[src/rtl/core/adsr_pkg.sv]
package adsr_pkg;

  localparam int GAIN_W    = 16;
  localparam int GAIN_FRAC = 15;
  localparam logic [GAIN_W-1:0] FULL_GAIN = 16'h8000;

  typedef enum logic [2:0] {
    PH_ATTACK  = 3'd0,
    PH_DECAY   = 3'd1,
    PH_SUSTAIN = 3'd2,
    PH_RELEASE = 3'd3,
    PH_DONE    = 3'd4
  } phase_t;

  typedef enum logic [1:0] {
    REG_ATTACK  = 2'd0,
    REG_DECAY   = 2'd1,
    REG_SUSTAIN = 2'd2,
    REG_RELEASE = 2'd3
  } reg_index_t;

endpackage

[src/rtl/core/adsr_div_cell.sv]
module adsr_div_cell #(
  parameter int W  = 24,
  parameter int NB = 15,
  parameter int SW = 37
) (
  input  logic          clk,
  input  logic          rst,
  input  logic          in_valid,
  output logic          in_ready,
  input  logic [W-1:0]  d_in,
  input  logic [W-1:0]  rem_in,
  input  logic [NB-1:0] num_in,
  input  logic [NB-1:0] q_in,
  input  logic [SW-1:0] side_in,
  output logic          out_valid,
  input  logic          out_ready,
  output logic [W-1:0]  d_out,
  output logic [W-1:0]  rem_out,
  output logic [NB-1:0] num_out,
  output logic [NB-1:0] q_out,
  output logic [SW-1:0] side_out
);

  logic [W:0] trial;
  logic [W:0] diff;
  logic       ge;

  assign trial    = {rem_in, num_in[NB-1]};
  assign ge       = trial >= {1'b0, d_in};
  assign diff     = trial - {1'b0, d_in};
  assign in_ready = !out_valid || out_ready;

  always_ff @(posedge clk) begin
    if (rst) begin
      out_valid <= 1'b0;
    end else if (in_ready) begin
      out_valid <= in_valid;
    end
  end

  always_ff @(posedge clk) begin
    if (in_ready && in_valid) begin
      d_out    <= d_in;
      rem_out  <= ge ? diff[W-1:0] : trial[W-1:0];
      num_out  <= {num_in[NB-2:0], 1'b0};
      q_out    <= {q_in[NB-2:0], ge};
      side_out <= side_in;
    end
  end

endmodule

[src/rtl/core/adsr_phase_sel.sv]
module adsr_phase_sel #(
  parameter int TICK_BITS = 24
) (
  input  logic [TICK_BITS-1:0]      attack_len,
  input  logic [TICK_BITS-1:0]      decay_len,
  input  logic [15:0]               sustain_level,
  input  logic [TICK_BITS-1:0]      release_len,
  input  logic                      gate_on,
  input  logic [TICK_BITS-1:0]      since_on,
  input  logic [TICK_BITS-1:0]      since_release,
  output logic [TICK_BITS-1:0]      x,
  output logic [TICK_BITS-1:0]      d,
  output logic [15:0]               m,
  output logic [15:0]               base,
  output logic                      neg,
  output adsr_pkg::phase_t          phase
);

  logic [15:0]          sus;
  logic [TICK_BITS:0]   ad_sum;
  logic [TICK_BITS-1:0] one;

  assign sus    = (sustain_level > adsr_pkg::FULL_GAIN) ? adsr_pkg::FULL_GAIN : sustain_level;
  assign ad_sum = {1'b0, attack_len} + {1'b0, decay_len};
  assign one    = {{(TICK_BITS-1){1'b0}}, 1'b1};

  always_comb begin
    x     = '0;
    d     = one;
    m     = '0;
    base  = '0;
    neg   = 1'b0;
    phase = adsr_pkg::PH_DONE;
    if (gate_on && since_on < attack_len) begin
      x     = since_on;
      d     = attack_len;
      m     = adsr_pkg::FULL_GAIN;
      phase = adsr_pkg::PH_ATTACK;
    end else if (gate_on && {1'b0, since_on} < ad_sum) begin
      x     = since_on - attack_len;
      d     = decay_len;
      m     = adsr_pkg::FULL_GAIN - sus;
      base  = adsr_pkg::FULL_GAIN;
      neg   = 1'b1;
      phase = adsr_pkg::PH_DECAY;
    end else if (gate_on) begin
      base  = sus;
      phase = adsr_pkg::PH_SUSTAIN;
    end else if (since_release < release_len) begin
      x     = since_release;
      d     = release_len;
      m     = sus;
      base  = sus;
      neg   = 1'b1;
      phase = adsr_pkg::PH_RELEASE;
    end
  end

endmodule

[src/rtl/core/adsr_envelope_gain_core.sv]
// Pipeline: 20 register stages from input acceptance to the result register.
// Throughput: one transaction per cycle while out_stall stays low; the
// restoring divider is a row of 15 cells, one quotient bit each, so every
// stage takes a new item each cycle unless held. Each stage holds on its own
// when its successor is full, so bubbles close up. Reset (rst, synchronous,
// active high) clears all valids and the configuration registers only.
module adsr_envelope_gain_core #(
  parameter int SAMPLE_BITS = 16,
  parameter int TICK_BITS   = 24
) (
  input  logic                          clk,
  input  logic                          rst,
  input  logic                          cfg_we,
  input  logic [1:0]                    cfg_index,
  input  logic [TICK_BITS-1:0]          cfg_data,
  input  logic                          in_valid,
  output logic                          in_stall,
  input  logic signed [SAMPLE_BITS-1:0] sample_in,
  input  logic                          gate_on,
  input  logic [TICK_BITS-1:0]          since_on,
  input  logic [TICK_BITS-1:0]          since_release,
  input  logic                          block_end,
  output logic                          out_valid,
  input  logic                          out_stall,
  output logic signed [SAMPLE_BITS-1:0] sample_out,
  output logic [15:0]                   gain,
  output logic [2:0]                    phase,
  output logic                          block_end_out
);

  localparam int QW = adsr_pkg::GAIN_FRAC;
  localparam int SW = SAMPLE_BITS + 21;
  localparam int PW = TICK_BITS + 16;

  logic [TICK_BITS-1:0] attack_len;
  logic [TICK_BITS-1:0] decay_len;
  logic [15:0]          sustain_level;
  logic [TICK_BITS-1:0] release_len;

  always_ff @(posedge clk) begin
    if (rst) begin
      attack_len    <= '0;
      decay_len     <= '0;
      sustain_level <= '0;
      release_len   <= '0;
    end else if (cfg_we) begin
      case (cfg_index)
        adsr_pkg::REG_ATTACK:  attack_len    <= cfg_data;
        adsr_pkg::REG_DECAY:   decay_len     <= cfg_data;
        adsr_pkg::REG_SUSTAIN: sustain_level <= cfg_data[15:0];
        adsr_pkg::REG_RELEASE: release_len   <= cfg_data;
        default: ;
      endcase
    end
  end

  logic [TICK_BITS-1:0] sel_x;
  logic [TICK_BITS-1:0] sel_d;
  logic [15:0]          sel_m;
  logic [15:0]          sel_base;
  logic                 sel_neg;
  adsr_pkg::phase_t     sel_phase;

  adsr_phase_sel #(.TICK_BITS(TICK_BITS)) u_sel (
    .attack_len    (attack_len),
    .decay_len     (decay_len),
    .sustain_level (sustain_level),
    .release_len   (release_len),
    .gate_on       (gate_on),
    .since_on      (since_on),
    .since_release (since_release),
    .x             (sel_x),
    .d             (sel_d),
    .m             (sel_m),
    .base          (sel_base),
    .neg           (sel_neg),
    .phase         (sel_phase)
  );

  logic rdy0;
  logic rdy1;
  logic rdy2;
  logic rdy3;
  logic rdy_o;

  logic                 v0;
  logic [TICK_BITS-1:0] x0;
  logic [TICK_BITS-1:0] d0;
  logic [15:0]          m0;
  logic [SW-1:0]        side0;

  logic                 v1;
  logic [PW-1:0]        n1;
  logic [TICK_BITS-1:0] d1;
  logic [SW-1:0]        side1;

  logic                 c_valid [QW+1];
  logic                 c_rdy   [QW+1];
  logic [TICK_BITS-1:0] c_d     [QW+1];
  logic [TICK_BITS-1:0] c_rem   [QW+1];
  logic [QW-1:0]        c_num   [QW+1];
  logic [QW-1:0]        c_q     [QW+1];
  logic [SW-1:0]        c_side  [QW+1];

  assign in_stall = !rdy0;
  assign rdy0     = !v0 || rdy1;
  assign rdy1     = !v1 || c_rdy[0];

  always_ff @(posedge clk) begin
    if (rst) begin
      v0 <= 1'b0;
      v1 <= 1'b0;
    end else begin
      if (rdy0) v0 <= in_valid;
      if (rdy1) v1 <= v0;
    end
  end

  always_ff @(posedge clk) begin
    if (rdy0 && in_valid) begin
      x0    <= sel_x;
      d0    <= sel_d;
      m0    <= sel_m;
      side0 <= {sample_in, block_end, sel_phase, sel_base, sel_neg};
    end
    if (rdy1 && v0) begin
      n1    <= PW'(x0 * m0);
      d1    <= d0;
      side1 <= side0;
    end
  end

  assign c_valid[0] = v1;
  assign c_d[0]     = d1;
  assign c_rem[0]   = n1[TICK_BITS+QW-1:QW];
  assign c_num[0]   = n1[QW-1:0];
  assign c_q[0]     = '0;
  assign c_side[0]  = side1;
  assign c_rdy[QW]  = rdy2;

  for (genvar k = 0; k < QW; k++) begin : g_cell
    adsr_div_cell #(.W(TICK_BITS), .NB(QW), .SW(SW)) u_cell (
      .clk       (clk),
      .rst       (rst),
      .in_valid  (c_valid[k]),
      .in_ready  (c_rdy[k]),
      .d_in      (c_d[k]),
      .rem_in    (c_rem[k]),
      .num_in    (c_num[k]),
      .q_in      (c_q[k]),
      .side_in   (c_side[k]),
      .out_valid (c_valid[k+1]),
      .out_ready (c_rdy[k+1]),
      .d_out     (c_d[k+1]),
      .rem_out   (c_rem[k+1]),
      .num_out   (c_num[k+1]),
      .q_out     (c_q[k+1]),
      .side_out  (c_side[k+1])
    );
  end

  logic [SAMPLE_BITS-1:0] e_sample;
  logic                   e_be;
  logic [2:0]             e_phase;
  logic [15:0]            e_base;
  logic                   e_neg;
  logic [15:0]            e_q;

  assign {e_sample, e_be, e_phase, e_base, e_neg} = c_side[QW];
  assign e_q = {1'b0, c_q[QW]};

  logic                   v2;
  logic [15:0]            g2;
  logic [SAMPLE_BITS-1:0] s2;
  logic                   be2;
  logic [2:0]             ph2;

  logic                    v3;
  logic [SAMPLE_BITS+15:0] p3;
  logic                    neg3;
  logic [15:0]             g3;
  logic                    be3;
  logic [2:0]              ph3;

  logic [SAMPLE_BITS-1:0] mag2;
  logic [SAMPLE_BITS:0]   pr3;
  logic [SAMPLE_BITS:0]   res3;

  assign rdy2  = !v2 || rdy3;
  assign rdy3  = !v3 || rdy_o;
  assign rdy_o = !out_valid || !out_stall;

  assign mag2 = s2[SAMPLE_BITS-1] ? (~s2 + 1'b1) : s2;
  assign pr3  = p3[SAMPLE_BITS+15:QW];
  assign res3 = neg3 ? (~pr3 + 1'b1) : pr3;

  always_ff @(posedge clk) begin
    if (rst) begin
      v2        <= 1'b0;
      v3        <= 1'b0;
      out_valid <= 1'b0;
    end else begin
      if (rdy2)  v2        <= c_valid[QW];
      if (rdy3)  v3        <= v2;
      if (rdy_o) out_valid <= v3;
    end
  end

  always_ff @(posedge clk) begin
    if (rdy2 && c_valid[QW]) begin
      g2  <= e_neg ? (e_base - e_q) : (e_base + e_q);
      s2  <= e_sample;
      be2 <= e_be;
      ph2 <= e_phase;
    end
    if (rdy3 && v2) begin
      p3   <= (SAMPLE_BITS+16)'(mag2 * g2);
      neg3 <= s2[SAMPLE_BITS-1];
      g3   <= g2;
      be3  <= be2;
      ph3  <= ph2;
    end
    if (rdy_o && v3) begin
      sample_out    <= res3[SAMPLE_BITS-1:0];
      gain          <= g3;
      phase         <= ph3;
      block_end_out <= be3;
    end
  end

endmodule

[config.mk]
export PLATFORM = sky130hd
export DESIGN_NAME = adsr_envelope_gain_core
export DESIGN_NICKNAME = d
export VERILOG_FILES = /design/src/rtl/core/adsr_pkg.sv /design/src/rtl/core/adsr_div_cell.sv /design/src/rtl/core/adsr_phase_sel.sv /design/src/rtl/core/adsr_envelope_gain_core.sv
export SDC_FILE = /design/constraint.sdc
export NUM_CORES = 2
export LEC_CHECK = 0
export BUFFER_PORTS_ARGS = -buffer_cell sky130_fd_sc_hd__buf_4
export CAP_MARGIN = 20
export CORE_MARGIN = 2
export CORE_UTILIZATION = 29
export CTS_BUF_LIST = sky130_fd_sc_hd__clkbuf_16
export DETAILED_ROUTE_END_ITERATION = 8
export MAX_ROUTING_LAYER = met4
export PLACE_DENSITY = 0.41
export SETUP_SLACK_MARGIN = 0.4
export SYNTH_ARGS = -nofsm -noshare
export SYNTH_HDL_FRONTEND = slang
export SYNTH_SLANG_ARGS = --single-unit
[constraint.sdc]
create_clock -name clk -period 9 [get_ports clk]
set_input_delay 0.9 -clock clk [delete_from_list [all_inputs] [get_ports clk]]
set_output_delay 0.9 -clock clk [all_outputs]
set_load 0.02 [all_outputs]
==> impl_metrics.csv <==
group,metric,value,unit
clocking,clock_tree.root_cell,"sky130_fd_sc_hd__clkbuf_16",
timing,achievable_clock_frequency,123,MHz
final_layout,final_net_count,10133,
timing,final.setup.tns,0,ps
setup_path,path_max_fanout,8,
timing,hold_viol_final,0,
setup_path,data_arrival_critical_path,8730,ps
place,detailedPlacementHpwl,208000,µm
flow_run,max_cap_viol_count,0,
synthesis,synth-warning-count,0,
synthesis,synth_cells,8586,
synthesis,seq_area_frac_synth,0.526,
synthesis,synth_area,104000,µm²
synthesis,ys_top_cells_by_count,"sky130_fd_sc_hd__edfxtp_1 (1745), sky130_fd_sc_hd__inv_1 (1109), sky130_fd_sc_hd__nand2_1 (862)",
synthesis,postSynthAreaPerCell,12.1,µm²
synthesis,synth.most_common_cell,"sky130_fd_sc_hd__edfxtp_1",
power_and_ir_drop,power_density,220,nW/µm²
setup_path,path_buf_inv,1,
setup_path,cpPeakStageDelay,580,ps
synthesis,synth_flop_cell,"sky130_fd_sc_hd__edfxtp_1",
route,drt_iter0_drc,3720,
synthesis,total_of_flip_flops_plus_latches_after_synthesis,1853,
final_layout,final_layout_size_suffix_gt1_frac,0.0909,
hold_path,holdCritStartpoint,"block_end",
hold_path,hold_path_class,"in -> reg",
synthesis,synth_top_area_frac,0.505,
status,outcome,"completed",
grt,largest_net_degree_at_the_start_of_global_routing,100,
grt,grt_overflow,0,
synthesis,multiplexer_area_fraction_after_synthesis,0.0227,
timing,rsz0062_at_grt,"false",
synthesis,synth_top_family_by_area,"adder cells",
route,routed_wl,268000,µm
route,antenna_left,0,
timing,finalWorstPathRequiredPeriod,8100,ps
route,route.detailed.vias_per_inst,4.61,
setup_path,crit_path_frequent_cell,"sky130_fd_sc_hd__fa_1",
setup_path,minimum_setup_slack_among_reg_to_reg_paths,900,ps
timing,drv_slew,0,
synthesis,net_count_after_synthesis,9875,
setup_path,timing.critical_path.from_type,"flop",
setup_path,timing.rr.start,"s2[3]$_DFFE_PP_",
setup_path,endpoint_kind,"flop",
timing,setup_viol_count_final,0,
floorplanning,top_level_ports,135,
timing,period_share,0.900,
synthesis,yosys.cell_types.count,99,
setup_path,cpMaxStageDelayCell,"sky130_fd_sc_hd__fa_1",
setup_path,cp_top_family,"adder cells",
clocking,clock_tree.buffer_depth,4,
place,port_buffers,134,
clocking,clk_transition_reported_paths,60,ps
clocking,tritoncts_num_sinks,1853,
clocking,cts_stage_hold_buffer_count,0,
hold_path,hold_ep,"side0[20]$_DFFE_PP_",
grt,grt_pass1_wl,412000,µm
synthesis,post_synth_main_area_contributors,"sky130_fd_sc_hd__edfxtp_1 (50%), sky130_fd_sc_hd__fa_1 (9.9%), sky130_fd_sc_hd__ha_1 (8.2%)",
synthesis,synth_enable_flop_cells,1745,
floorplanning,floorplan.core_area,356000,µm²
setup_path,crit_type,"reg -> reg",
route,remaining_drc_errors,0,
setup_path,sequence_of_cells_on_the_critical_path,"or4_1 -> or2_2 -> o41ai_1 -> xnor2_1 -> nand2_1 -> fa_1 -> fa_1 -> fa_1 -> fa_1 -> inv_1 -> fa_1 -> fa_1 -> ha_1 -> a21o_1 -> a211oi_1 -> o211ai_1 -> o21ai_1 -> o21ai_0 -> a221oi_2 -> o211ai_1 -> a21oi_1 -> xnor2_1",
floorplanning,floorplan.initialDensity,0.292,
hold_path,hold_path_cell_cnt,1,
setup_path,setup.worst_path.start,"s2[3]$_DFFE_PP_",
power_and_ir_drop,leakagePower,0.0463,µW
synthesis,synth_adder_area_share,0.181,
setup_path,regToRegEndpoint,"p3[30]$_DFFE_PP_",
clocking,cts-buffers-inserted,220,
synthesis,asyncSetResetFlopFracSynth,0,
timing,worst_pin_slew,1250,ps
clocking,tritoncts,"done",
floorplanning,die-height,602,µm
setup_path,crit_cells,22,
timing,fin_skew,110,ps
grt,initial_antenna_violation_count,12,
timing,timing.slew.headroom,0.158,
grt,total_track_usage,0.151,
synthesis,yosys.area_share.simple,0.0977,
place,finalWeightedCongestion,0.887,
route,route.detailed.wl_per_inst,19.5,µm
clocking,clock_latency,930,ps
route,detailedRoute.firstPassIterationCount,6,
setup_path,worstPathRequired,9630,ps
floorplanning,fp.dieArea,363000,µm²
synthesis,share_of_the_synthesized_area_in_compound_gates_ao_oa_aoi_oai,0.0903,
floorplanning,rows,219,
route,detailroute.via_count,63480,
setup_path,reg2regPathDepth,22,
grt,vias_in_the_first_global_route,67113,
power_and_ir_drop,worst_case_vdd_ir_drop,0.000227,V
timing,fin_worst_hold_slack,150,ps
floorplanning,die_width,602,µm
final_layout,area_delta_synth_final,13.7,%
synthesis,synth_top_cell_by_area,"sky130_fd_sc_hd__edfxtp_1",
clocking,ctsHtreeMaxLevel,4,
synthesis,synth_xor_xnor_area_share,0.0338,
-- through the flow --
step	util	area (µm²)	setup WS [ps]	power (µW)	std cells
after floorplan	-	104000	1230	15500	8586
after global placement	0.312	111000	757	17600	13368
after detailed placement	0.312	111000	672	17600	13372
after CTS	0.332	118000	621	26400	13768
after global routing	0.332	118000	405	27700	13771
final	0.332	118000	896	26000	13772
-- what timing repair did --
action / 4_1_cts / 5_1_grt
endpoints found under the setup margin: 0 / 4
gates resized for setup: 0 / 1
setup buffers: 0 / 0
-- sequential cells by signal, summed over array words and instances (netlist names), 36 cells and up --
register	cells
g_cell.u_cell.q_out	120
side1	36
g_cell.u_cell.num_out	105
side0	36
g_cell.u_cell.d_out	336
n1	39
g_cell.u_cell.rem_out	336
g_cell.u_cell.side_out	540
-- worst max path at each step --
| stage | slack (ps) | to |
|---|---|---|
| floorplan | 1230 | p3[30]$_DFFE_PP_ |
| global placement | 760 | p3[30]$_DFFE_PP_ |
| detailed placement | 670 | p3[30]$_DFFE_PP_ |
| CTS | 620 | p3[30]$_DFFE_PP_ |
| global route | 410 | p3[30]$_DFFE_PP_ |
| finish | 900 | p3[30]$_DFFE_PP_ |
-- cells in the final DEF (no fill, tap or decap), drive strengths merged, types with 73 or more instances in the layout --
master | netlist | final
nor2b | 73 | 73
clkbuf | 171 | 221
fa | 514 | 514
nand2 | 863 | 863
o21ai | 258 | 258
and2 | 260 | 260
a21oi | 552 | 552
clkinv | 0 | 97
nor2 | 416 | 416
edfxtp | 1745 | 1745
dfxtp | 108 | 108
nor3 | 103 | 103
a21o | 176 | 176
buf | 41 | 247
nand3 | 111 | 111
xnor2 | 270 | 270
inv | 1109 | 1158
mux2 | 174 | 174
xor2 | 131 | 131
ha | 678 | 678
-- cell families after synthesis --
logic type,after synthesis
buffers and inverters,1321
adders and majority gates,1192
muxes,201
AOI/OAI and AO/OA,1469
and+or+nand+nor,2149
DFF,1853
xor gates and xnor gates,401
-- layout make-up --
cell class / instances / area [µm²]
Antenna cell: 3 / 7.51
Clock buffer: 221 / 5530
Clock inverter: 175 / 1490
Fill cell: 35156 / 238000
Inverter: 1109 / 4160
Multi-Input combinational cell: 5412 / 44400
Sequential cell: 1853 / 54600
Tap cell: 4751 / 5940
Timing Repair Buffer: 248 / 1890
-- power by group --
group	total (µW)	switching, µW	internal [µW]
Sequential	10100	205	9890
Clock	8650	3670	4980
Combinational	7240	4260	2980
-- metal layers --
layer  GRT usage  wire [µm]
met5           -          0
met4      0.0430       7620
met3      0.0179       8710
met2       0.262     135000
met1       0.185     117000
(Power assumes the default switching activity.)
